[config.mk]
export PLATFORM = sky130hd
export DESIGN_NAME = chunked_body_completion_check_flat
export DESIGN_NICKNAME = d
export VERILOG_FILES = /design/src/design/cbcc_pkg.sv /design/src/design/cbcc_if.sv /design/src/design/cbcc_in_stage.sv /design/src/design/cbcc_parser.sv /design/src/design/chunked_body_completion_check.sv /design/src/flat_wrapper.sv
export SDC_FILE = /design/constraint.sdc
export NUM_CORES = 1
export LEC_CHECK = 0
export BUFFER_PORTS_ARGS = -buffer_cell sky130_fd_sc_hd__buf_2
export CORE_AREA = 10 10 96 98
export DETAILED_ROUTE_END_ITERATION = 8
export DIE_AREA = 0 0 106 108
export PLACE_DENSITY = 0.85
export SLEW_MARGIN = 20
export SYNTH_ARGS = -nofsm -noshare
export SYNTH_HDL_FRONTEND = slang
export SYNTH_SLANG_ARGS = --single-unit
[constraint.sdc]
create_clock -name clk -period 8.48 [get_ports clk]
set_clock_uncertainty 0.2 [all_clocks]
set_input_delay 1.696 -clock clk [delete_from_list [all_inputs] [get_ports clk]]
set_output_delay 1.696 -clock clk [all_outputs]
set_load 0.005 [all_outputs]
[src/design/cbcc_pkg.sv]
// Shared types, character codes and the hex digit decoder for the chunked body checker.
package cbcc_pkg;

  localparam int DEFAULT_COUNT_BITS = 32;

  localparam logic [7:0] CH_CR   = 8'h0D;
  localparam logic [7:0] CH_LF   = 8'h0A;
  localparam logic [7:0] CH_SEMI = 8'h3B;

  typedef enum logic [1:0] {
    VERDICT_INCOMPLETE = 2'd0,
    VERDICT_COMPLETE   = 2'd1,
    VERDICT_MALFORMED  = 2'd2
  } verdict_t;

  typedef enum logic [5:0] {
    PH_SIZE    = 6'b000001,
    PH_DATA    = 6'b000010,
    PH_END1    = 6'b000100,
    PH_END2    = 6'b001000,
    PH_TRAILER = 6'b010000,
    PH_DONE    = 6'b100000
  } phase_t;

  typedef struct packed {
    logic [7:0] data_byte;
    logic       start_of_body;
  } in_item_t;

  typedef struct packed {
    verdict_t verdict;
  } out_item_t;

  // Input register contents handed to the parser.
  typedef struct packed {
    logic     valid;
    in_item_t item;
  } stage_t;

  typedef struct packed {
    logic       is_hex;
    logic [3:0] value;
  } hex_t;

  function automatic hex_t hex_decode(input logic [7:0] ch);
    hex_t       r;
    logic [7:0] diff;
    r = '0;
    diff = '0;
    if (ch >= 8'h30 && ch <= 8'h39) begin
      diff = ch - 8'h30;
      r.is_hex = 1'b1;
      r.value = diff[3:0];
    end else if (ch >= 8'h41 && ch <= 8'h46) begin
      diff = ch - 8'h37;
      r.is_hex = 1'b1;
      r.value = diff[3:0];
    end else if (ch >= 8'h61 && ch <= 8'h66) begin
      diff = ch - 8'h57;
      r.is_hex = 1'b1;
      r.value = diff[3:0];
    end
    return r;
  endfunction

endpackage

[src/design/cbcc_if.sv]
// Valid/ready channel interfaces for the input bytes and the verdicts.
interface cbcc_in_if;
  logic               valid;
  logic               ready;
  cbcc_pkg::in_item_t payload;

  modport source (output valid, output payload, input ready);
  modport sink (input valid, input payload, output ready);
endinterface

interface cbcc_out_if;
  logic                valid;
  logic                ready;
  cbcc_pkg::out_item_t payload;

  modport source (output valid, output payload, input ready);
  modport sink (input valid, input payload, output ready);
endinterface

[src/design/cbcc_in_stage.sv]
// Input register stage: holds one accepted byte until the parser takes it.
module cbcc_in_stage (
  input  logic               clk,
  input  logic               rst,
  input  logic               in_valid,
  output logic               in_ready,
  input  cbcc_pkg::in_item_t in_item,
  input  logic               take,
  output cbcc_pkg::stage_t   stage
);

  assign in_ready = !stage.valid || take;

  always_ff @(posedge clk) begin
    if (rst) begin
      stage.valid <= 1'b0;
    end else if (in_valid && in_ready) begin
      stage.valid <= 1'b1;
    end else if (take) begin
      stage.valid <= 1'b0;
    end
  end

  always_ff @(posedge clk) begin
    if (in_valid && in_ready) begin
      stage.item <= in_item;
    end
  end

endmodule

[src/design/cbcc_parser.sv]
// Framing state update for one byte and the verdict result register.
module cbcc_parser #(
  parameter int COUNT_BITS = cbcc_pkg::DEFAULT_COUNT_BITS
) (
  input  logic                clk,
  input  logic                rst,
  input  cbcc_pkg::stage_t    stage,
  output logic                take,
  output logic                out_valid,
  output cbcc_pkg::out_item_t out_item,
  input  logic                out_ready
);

  typedef struct packed {
    logic [COUNT_BITS-1:0] count;
    logic                  digit_seen;
    logic                  size_fault;
    logic                  in_extension;
  } size_st_t;

  // One character of a size line; everything after ';' is ignored.
  function automatic size_st_t size_char(input size_st_t s, input logic [7:0] ch);
    size_st_t       r;
    cbcc_pkg::hex_t h;
    r = s;
    h = cbcc_pkg::hex_decode(ch);
    if (!s.in_extension) begin
      if (ch == cbcc_pkg::CH_SEMI) begin
        r.in_extension = 1'b1;
      end else if (!h.is_hex) begin
        r.size_fault = 1'b1;
      end else begin
        r.digit_seen = 1'b1;
        if (s.count[COUNT_BITS-1 -: 4] != 4'd0) begin
          r.size_fault = 1'b1;
        end else begin
          r.count = {s.count[COUNT_BITS-5:0], h.value};
        end
      end
    end
    return r;
  endfunction

  cbcc_pkg::phase_t      phase, phase_next;
  logic [COUNT_BITS-1:0] byte_count, byte_count_next;
  logic                  digit_seen, digit_seen_next;
  logic                  size_fault, size_fault_next;
  logic                  in_extension, in_extension_next;
  logic                  cr_pending, cr_pending_next;
  logic                  line_empty, line_empty_next;
  cbcc_pkg::verdict_t    held_verdict, held_verdict_next;

  assign take = stage.valid && (!out_valid || out_ready);

  always_comb begin
    size_st_t              s;
    logic [7:0]            ch;
    logic [COUNT_BITS-1:0] cnt_dec;
    ch = stage.item.data_byte;

    // A new body starts from the reset state.
    if (stage.item.start_of_body) begin
      phase_next        = cbcc_pkg::PH_SIZE;
      byte_count_next   = '0;
      digit_seen_next   = 1'b0;
      size_fault_next   = 1'b0;
      in_extension_next = 1'b0;
      cr_pending_next   = 1'b0;
      line_empty_next   = 1'b1;
      held_verdict_next = cbcc_pkg::VERDICT_INCOMPLETE;
    end else begin
      phase_next        = phase;
      byte_count_next   = byte_count;
      digit_seen_next   = digit_seen;
      size_fault_next   = size_fault;
      in_extension_next = in_extension;
      cr_pending_next   = cr_pending;
      line_empty_next   = line_empty;
      held_verdict_next = held_verdict;
    end

    s = '{count: byte_count_next, digit_seen: digit_seen_next,
          size_fault: size_fault_next, in_extension: in_extension_next};
    cnt_dec = byte_count_next - {{(COUNT_BITS-1){1'b0}}, 1'b1};

    case (phase_next)
      cbcc_pkg::PH_SIZE: begin
        if (cr_pending_next && ch == cbcc_pkg::CH_LF) begin
          cr_pending_next = 1'b0;
          if (s.size_fault || !s.digit_seen) begin
            held_verdict_next = cbcc_pkg::VERDICT_MALFORMED;
            phase_next = cbcc_pkg::PH_DONE;
          end else if (s.count == '0) begin
            phase_next = cbcc_pkg::PH_TRAILER;
            line_empty_next = 1'b1;
          end else begin
            phase_next = cbcc_pkg::PH_DATA;
          end
        end else begin
          // A lone CR counts as an ordinary size line character.
          if (cr_pending_next) begin
            s = size_char(s, cbcc_pkg::CH_CR);
          end
          if (ch == cbcc_pkg::CH_CR) begin
            cr_pending_next = 1'b1;
          end else begin
            cr_pending_next = 1'b0;
            s = size_char(s, ch);
          end
          byte_count_next   = s.count;
          digit_seen_next   = s.digit_seen;
          size_fault_next   = s.size_fault;
          in_extension_next = s.in_extension;
        end
      end
      cbcc_pkg::PH_DATA: begin
        byte_count_next = cnt_dec;
        if (cnt_dec == '0) begin
          phase_next = cbcc_pkg::PH_END1;
        end
      end
      cbcc_pkg::PH_END1: begin
        cr_pending_next = (ch == cbcc_pkg::CH_CR);
        phase_next = cbcc_pkg::PH_END2;
      end
      cbcc_pkg::PH_END2: begin
        if (cr_pending_next && ch == cbcc_pkg::CH_LF) begin
          phase_next        = cbcc_pkg::PH_SIZE;
          byte_count_next   = '0;
          digit_seen_next   = 1'b0;
          size_fault_next   = 1'b0;
          in_extension_next = 1'b0;
          cr_pending_next   = 1'b0;
        end else begin
          held_verdict_next = cbcc_pkg::VERDICT_MALFORMED;
          phase_next = cbcc_pkg::PH_DONE;
        end
      end
      cbcc_pkg::PH_TRAILER: begin
        if (cr_pending_next && ch == cbcc_pkg::CH_LF) begin
          cr_pending_next = 1'b0;
          if (line_empty_next) begin
            held_verdict_next = cbcc_pkg::VERDICT_COMPLETE;
            phase_next = cbcc_pkg::PH_DONE;
          end else begin
            line_empty_next = 1'b1;
          end
        end else begin
          if (cr_pending_next) begin
            line_empty_next = 1'b0;
          end
          if (ch == cbcc_pkg::CH_CR) begin
            cr_pending_next = 1'b1;
          end else begin
            cr_pending_next = 1'b0;
            line_empty_next = 1'b0;
          end
        end
      end
      default: begin
      end
    endcase
  end

  always_ff @(posedge clk) begin
    if (rst) begin
      phase        <= cbcc_pkg::PH_SIZE;
      byte_count   <= '0;
      digit_seen   <= 1'b0;
      size_fault   <= 1'b0;
      in_extension <= 1'b0;
      cr_pending   <= 1'b0;
      line_empty   <= 1'b1;
      held_verdict <= cbcc_pkg::VERDICT_INCOMPLETE;
      out_valid    <= 1'b0;
    end else begin
      if (take) begin
        phase        <= phase_next;
        byte_count   <= byte_count_next;
        digit_seen   <= digit_seen_next;
        size_fault   <= size_fault_next;
        in_extension <= in_extension_next;
        cr_pending   <= cr_pending_next;
        line_empty   <= line_empty_next;
        held_verdict <= held_verdict_next;
        out_valid    <= 1'b1;
      end else if (out_ready) begin
        out_valid <= 1'b0;
      end
    end
  end

  always_ff @(posedge clk) begin
    if (take) begin
      out_item.verdict <= held_verdict_next;
    end
  end

endmodule

[src/design/chunked_body_completion_check.sv]
// Chunked transfer coding framing checker: one body byte in, one verdict out.
//
// in_ch carries one body byte per transfer together with start_of_body, which
// clears all framing state so that this byte opens a new body. out_ch returns
// one verdict per input byte, in order: incomplete, complete or malformed for
// the body seen so far. Complete and malformed hold until the next
// start_of_body.
//
// An input transfer reaches its verdict on out_ch through the input register
// and then, via the framing update, the result register. Throughput is one
// byte per cycle while out_ch is not stalled.
//
// Reset (rst, synchronous) empties both registers and puts the framing state
// at the start of a size line with an incomplete verdict. When the receiver
// stalls, the verdict holds in the result register, one more byte waits in
// the input register, and in_ch.ready then drops until out_ch moves again.
module chunked_body_completion_check #(
  parameter int COUNT_BITS = cbcc_pkg::DEFAULT_COUNT_BITS
) (
  input logic        clk,
  input logic        rst,
  cbcc_in_if.sink    in_ch,
  cbcc_out_if.source out_ch
);

  cbcc_pkg::stage_t stage;
  logic             take;

  cbcc_in_stage u_in_stage (
    .clk      (clk),
    .rst      (rst),
    .in_valid (in_ch.valid),
    .in_ready (in_ch.ready),
    .in_item  (in_ch.payload),
    .take     (take),
    .stage    (stage)
  );

  cbcc_parser #(
    .COUNT_BITS (COUNT_BITS)
  ) u_parser (
    .clk       (clk),
    .rst       (rst),
    .stage     (stage),
    .take      (take),
    .out_valid (out_ch.valid),
    .out_item  (out_ch.payload),
    .out_ready (out_ch.ready)
  );

endmodule

[src/flat_wrapper.sv]
// flat-port wrapper written by rule: the top's interface ports become plain ports
module chunked_body_completion_check_flat 
#(
  parameter int COUNT_BITS = cbcc_pkg::DEFAULT_COUNT_BITS
)
  (clk, rst, in_ch_valid, in_ch_payload, in_ch_ready, out_ch_valid, out_ch_payload, out_ch_ready);
  cbcc_in_if in_ch_i ();
  cbcc_out_if out_ch_i ();
  input logic clk;
  input logic rst;
  input wire logic [$bits(in_ch_i.valid)-1:0] in_ch_valid;
  input wire logic [$bits(in_ch_i.payload)-1:0] in_ch_payload;
  output wire logic [$bits(in_ch_i.ready)-1:0] in_ch_ready;
  output wire logic [$bits(out_ch_i.valid)-1:0] out_ch_valid;
  output wire logic [$bits(out_ch_i.payload)-1:0] out_ch_payload;
  input wire logic [$bits(out_ch_i.ready)-1:0] out_ch_ready;
  assign in_ch_i.valid = in_ch_valid;
  assign in_ch_i.payload = in_ch_payload;
  assign in_ch_ready = in_ch_i.ready;
  assign out_ch_valid = out_ch_i.valid;
  assign out_ch_payload = out_ch_i.payload;
  assign out_ch_i.ready = out_ch_ready;
  chunked_body_completion_check #(.COUNT_BITS(COUNT_BITS)) u_core (.clk(clk), .rst(rst), .in_ch(in_ch_i), .out_ch(out_ch_i));
endmodule
* After elaboration in Yosys (flattened, before gate mapping)
Cells that the tools add are included.
** Operators by class
- Add/subtract/negate cells :: 4
- $lt $le $gt $ge :: 6
- Equality and inequality tests :: 8
- Muxes and demuxes :: 67
- Reductions and logical operators :: 18
** Operators by type and width (number)
- 35-bit 2-to-1 mux :: 4
- 32-bit 2-to-1 mux :: 4
- 32-bit one-hot mux with 3 select lines :: 1
- 32-bit zero test :: 2
- 6-bit 2-to-1 mux :: 7
- 5-bit 2-to-1 mux :: 7
- 34-bit 2-to-1 mux :: 1
- 33-bit 2-to-1 mux :: 1
- 32-bit by 1-bit subtractor with 32-bit output (second input constant) :: 1
- 6-bit one-hot mux with 5 select lines :: 1
- 1-bit 2-to-1 mux :: 28
- 8-bit by 4-bit == test with 1-bit output (second input constant) :: 2
- 8-bit by 7-bit greater-or-equal comparator with 1-bit output (second input constant) :: 2
- 8-bit by 7-bit <= comparator with 1-bit output (second input constant) :: 2
- 2-bit 2-to-1 mux :: 7
- 8-bit by 6-bit == test with 1-bit output (second input constant) :: 1
- 8-bit by 6-bit greater-or-equal comparator with 1-bit output (second input constant) :: 1
- 8-bit by 6-bit <= comparator with 1-bit output (second input constant) :: 1
- 1-bit one-hot mux with 2 select lines :: 4
- 4-bit by 3-bit subtractor with 4-bit output (second input constant) :: 2
- 6-bit by 1-bit == test with 1-bit output (second input constant) :: 1
- 6-bit by 2-bit == test with 1-bit output (second input constant) :: 1
- 6-bit by 3-bit == test with 1-bit output (second input constant) :: 1
- 6-bit by 4-bit == test with 1-bit output (second input constant) :: 1
- 10 further kinds :: 20
** Storage, ports and cells
- Register bits after elaboration :: 58
- Word-level logic and storage cells :: 116

* Depth between registers and ports, before layout
- Word-level depth :: 15
- Mapped depth :: 13
- Mapped depth without buffers :: 10

* By module
A second synthesis with hierarchy kept.
** Unflattened totals
- Cell total of the unflattened synthesis :: 577
- Area total of the unflattened synthesis :: 4540.6 um^2
** By module, submodules not included
- cbcc_parser :: times used 1, cells each 563, area an instance 4215.3 um^2
- cbcc_in_stage :: times used 1, cells each 14, area an instance 325.3 um^2

* Least setup slack after synthesis
Ideal clock, no wire load.
- Path type :: input-to-output
- From :: input out_ch_ready
- To :: output in_ch_ready
- Arrival :: 1.962 ns
- Required time :: 6.584 ns
- Path slack :: 4.622 ns
- Stages :: 2
- Buffers on the path :: 0
- Cell sequence :: nor2b_1 nand2_1
** On the way
- Word-level cells in the longest chain between the ends :: 3
** RTL lines
- from (decl) :: RTL line flat_wrapper.sv:16 : input wire logic [$bits(out_ch_i.ready)-1:0] out_ch_ready;
- 1-bit logical OR :: RTL line cbcc_parser.sv:53 : assign take = stage.valid && (!out_valid || out_ready);
- 1-bit logical AND :: RTL line cbcc_parser.sv:53
- 1-bit logical OR :: RTL line cbcc_in_stage.sv:12 : assign in_ready = !stage.valid || take;
- to (decl) :: RTL line flat_wrapper.sv:13 : output wire logic [$bits(in_ch_i.ready)-1:0] in_ch_ready;
No other way between the ends.

* Worst setup path after layout
- From :: register, netlist name u_core.u_in_stage.stage[0]
- To :: register u_core.u_parser.phase[1]
** On the way
- Word-level cells in the longest chain between the ends :: 6
- Elaborated cells on any way between the ends :: 24
** RTL lines
- parallel branches: the longest is 5 deep, another holds 32-bit by 1-bit subtractor with 32-bit output
- 6-bit one-hot mux with 5 select lines * :: RTL line cbcc_parser.sv:86 : case (phase_next)
- to (signal assigned) :: RTL line cbcc_parser.sv:167 : phase <= cbcc_pkg::PH_SIZE;
- to (signal assigned) :: RTL line cbcc_parser.sv:178 : phase <= phase_next;
- to (decl) :: RTL line cbcc_parser.sv:44 : cbcc_pkg::phase_t phase, phase_next;
Mark *: on every way between the ends.
A chain may end at the register's enable or synchronous reset.

==> run summary <==
Met3 Use GR - 6.78%
Post-Syn Area - 0.00461 mm2
Via count of the first global-routing pass - 4882
Global-route wire length before repair - 25400 um
Final design instance area without fill - 0.00489 mm2
Static leakage - 0.00177 uW
RSZ-0062 raised after global routing - no
Die Area - 0.0114 mm2
Worst min-delay path category - flop to flop
Measured slew at the worst slew-check pin - 0.887 ns
Number of remaining DRC errors - 0
Number of iterations in the first detailed-routing pass - 6
Worst skew pair latency - 0.36 ns
Cell with the most instances after synthesis - sky130_fd_sc_hd__nor2_1
Floorplan Core Area - 0.00745 mm2
Total number of clock tree sinks - 58
Max Fclk - 0.218 GHz
Library cell occupying the most area in the post-synthesis netlist - sky130_fd_sc_hd__dfxtp_1
GR Util met2 - 42.5%
Number of buffers on the longest clock path - 2
Initial core utilization - 61.9%
Number of max-capacitance violations reported - 0
Largest fanout on the critical path - 45
Antenna Violating Nets Remaining - 0
Setup CP Type - flop to flop
Share of Yosys cell area claimed by the top area cell type - 20.4%
Status - complete, no violations
Buffers inserted during post-CTS setup optimization - 0
Initial antenna violation count - 0
Seq. cell area - 0.00127 mm2
Synthesis-to-finish area growth - 5.97%
Total setup violations reported at the end of the flow - 0
Quantity of gates resized following cts - 0
CTS HTree Levels - 3
I/O pin total - 17
Synthesized area per cell - 7.66 um2
Final weighted congestion in routability-driven placement - 1.01
Overall global routing resource usage - 27.3%
Headroom to the max-slew limit - 40.8%
Final-report hold violation count - 0
Most Used Layer, Global Route - met2
Setup Total Neg Slack - 0 ns
Wirelength, routed - 16000 um
Period utilization - 54.2%
Root cell of the clock tree - sky130_fd_sc_hd__clkbuf_8
Required arrival time at the worst endpoint - 8.52 ns
Area contributors post-synth - sky130_fd_sc_hd__dfxtp_1 20%, sky130_fd_sc_hd__edfxtp_1 7.2%, sky130_fd_sc_hd__nor2_1 5.1%
Period minus WS final - 4.60 ns
Synth async-reset ratio - 0%
Count of inserted antenna diode cells - 0
Maximum number of pins on one net before global-route repair - 46
Critical path data arrival time - 4.63 ns
Number of I/O port buffers - 16
Congestion Overflow GR - 0
Post-placement cell area - 0.00466 mm2
Category of the worst setup path launch point - flop
Most common library cells after synthesis - 63 x sky130_fd_sc_hd__nor2_1, 48 x sky130_fd_sc_hd__nand2_1, 47 x sky130_fd_sc_hd__dfxtp_1
Gate Count Post-Synth - 602
Nature of the critical path endpoint - flop
Sequential element share of the synthesized area - 27.6%
GRT met1 Usage - 33.8%
Number of clock buffers inserted by TritonCTS - 9
Initial DRC count - 894
CTS tree - built
Unique cell type count in the Yosys netlist - 86
Number of buffers inserted by hold repair at cts - 0
Placement row count - 32
Drt wl/cell - 23.1 um
Cell Pwr Density - 155 mW/mm2
Post-DR vias/cell - 7.67
Horizontal die dimension - 106 um
Placed wire-length estimate - 10900 um
Die Span Y - 108 um
Main synth FF type - sky130_fd_sc_hd__dfxtp_1
Clock slew seen by the registers of the worst setup and hold paths - 0.07 ns
Filler cell count in the final layout - 644
Total nets after synthesis - 621
Register bit count reported by yosys - 58
Post-synth EDFFs - 11
Layout cell share with drive strength beyond 1 - 11.5%
Warning count from the yosys run - 0
Vias post-DR - 5328
Minimum hold slack - 0.306 ns
Pins Over Slew Limit - 0
Area of the multi-input gates - 0.00308 mm2
Maximum VDD drop - 98.0 uV
Total Nets Final - 607
[registers in the layout (all words and copies together), names as in the netlist]
signal and count:
u_core.u_parser.out_item 2, u_core.u_parser.cr_pending 1, u_core.u_parser.held_verdict 2, u_core.u_parser.size_fault 1
u_core.u_in_stage.stage 10, u_core.u_parser.out_valid 1, u_core.u_parser.phase 6, u_core.u_parser.line_empty 1
u_core.u_parser.byte_count 32, u_core.u_parser.digit_seen 1, u_core.u_parser.in_extension 1
[final timing paths]
check                                               startpoint                                            to  slack (ns)  cells after the start
setup / recovery          u_core.u_in_stage.stage[0]$_DFFE_PP_         u_core.u_parser.phase[1]$_SDFFE_PP0P_        3.88                     11
hold / removal    u_core.u_parser.held_verdict[1]$_SDFFE_PP0P_  u_core.u_parser.held_verdict[1]$_SDFFE_PP0P_        0.31                      2
setup reg to reg          u_core.u_in_stage.stage[0]$_DFFE_PP_         u_core.u_parser.phase[1]$_SDFFE_PP0P_        3.88                     11
hold reg to reg   u_core.u_parser.held_verdict[1]$_SDFFE_PP0P_  u_core.u_parser.held_verdict[1]$_SDFFE_PP0P_        0.31                      2
[placed cells by master, fill, tap and decap left out, drive strengths merged, types with 6 or more instances in the layout]
master / instances
a211oi: 7
a21o: 6
a21oi: 34
a221oi: 6
a22o: 8
a22oi: 11
a311oi: 9
a31oi: 8
buf: 21
clkbuf: 11
dfxtp: 47
edfxtp: 11
ha: 6
inv: 16
mux2: 6
mux2i: 6
nand2: 48
nand3: 14
nand4: 10
nor2: 65
nor2b: 10
nor3: 28
nor4: 22
o211ai: 6
o21ai: 45
o22ai: 9
o31ai: 6
or2: 6
or3: 13
[layout make-up]
type | count | area share [%]
clock buffers | 11 | 3.33
clock inverters | 5 | 1.23
inverters | 17 | 1.31
multi-input cells | 481 | 63.1
flip-flops and latches | 58 | 26.0
well taps | 102 | 2.61
repair buffers | 21 | 2.41
[per-layer routing]
layer | share of wire (%) | routed length [um]
met1 | 37 | 5920
met2 | 44 | 6990
met3 | 13 | 2110
met4 | 6.3 | 1020
met5 | 0 | 0
[cell families (layout without fill, tap and decap cells)]
kind of cell | after synthesis | in the layout | synth area share, %
xor+xnor | 9 | 9 | 1.71
fa+ha+maj | 6 | 6 | 1.63
simple gates | 258 | 258 | 31.4
flops | 58 | 58 | 27.6
mux | 12 | 12 | 2.85
compound gates | 196 | 196 | 29.1
buf+inv | 63 | 54 | 5.70
[worst max-delay path: stages (launching register included)]
cell and delay (ns):
sky130_fd_sc_hd__edfxtp_1 0.32, sky130_fd_sc_hd__buf_4 0.42, sky130_fd_sc_hd__clkinv_1 0.80, sky130_fd_sc_hd__nand2_1 0.41, sky130_fd_sc_hd__ha_1 0.46, sky130_fd_sc_hd__or3b_1 0.48, sky130_fd_sc_hd__o31a_1 0.27, sky130_fd_sc_hd__nor4_1 0.24
sky130_fd_sc_hd__nand4_1 0.14, sky130_fd_sc_hd__nor4_1 0.32, sky130_fd_sc_hd__and3_1 0.30, sky130_fd_sc_hd__a21oi_1 0.09
[report_power, final]
group          switching (uW)  total, uW  internal [uW]  leakage [uW]
clock                     130        292            162      0.000111
combinational             103        159           55.7       0.00117
sequential               15.0        304            289      0.000488
total                     248        755            507       0.00177
[metrics by stage]
step           utilization (%)  setup WS, ns  instances  total power, uW
6_report                  65.6          3.88        695              755
5_1_grt                   65.6          3.73        695              776
4_1_cts                   65.5          4.12        695              746
3_5_place_dp              62.5          4.06        679              460
3_3_place_gp              62.5          4.08        679              458
2_1_floorplan                -          4.62        602              420
No activity file was read; power rests on OpenSTA's default activity.
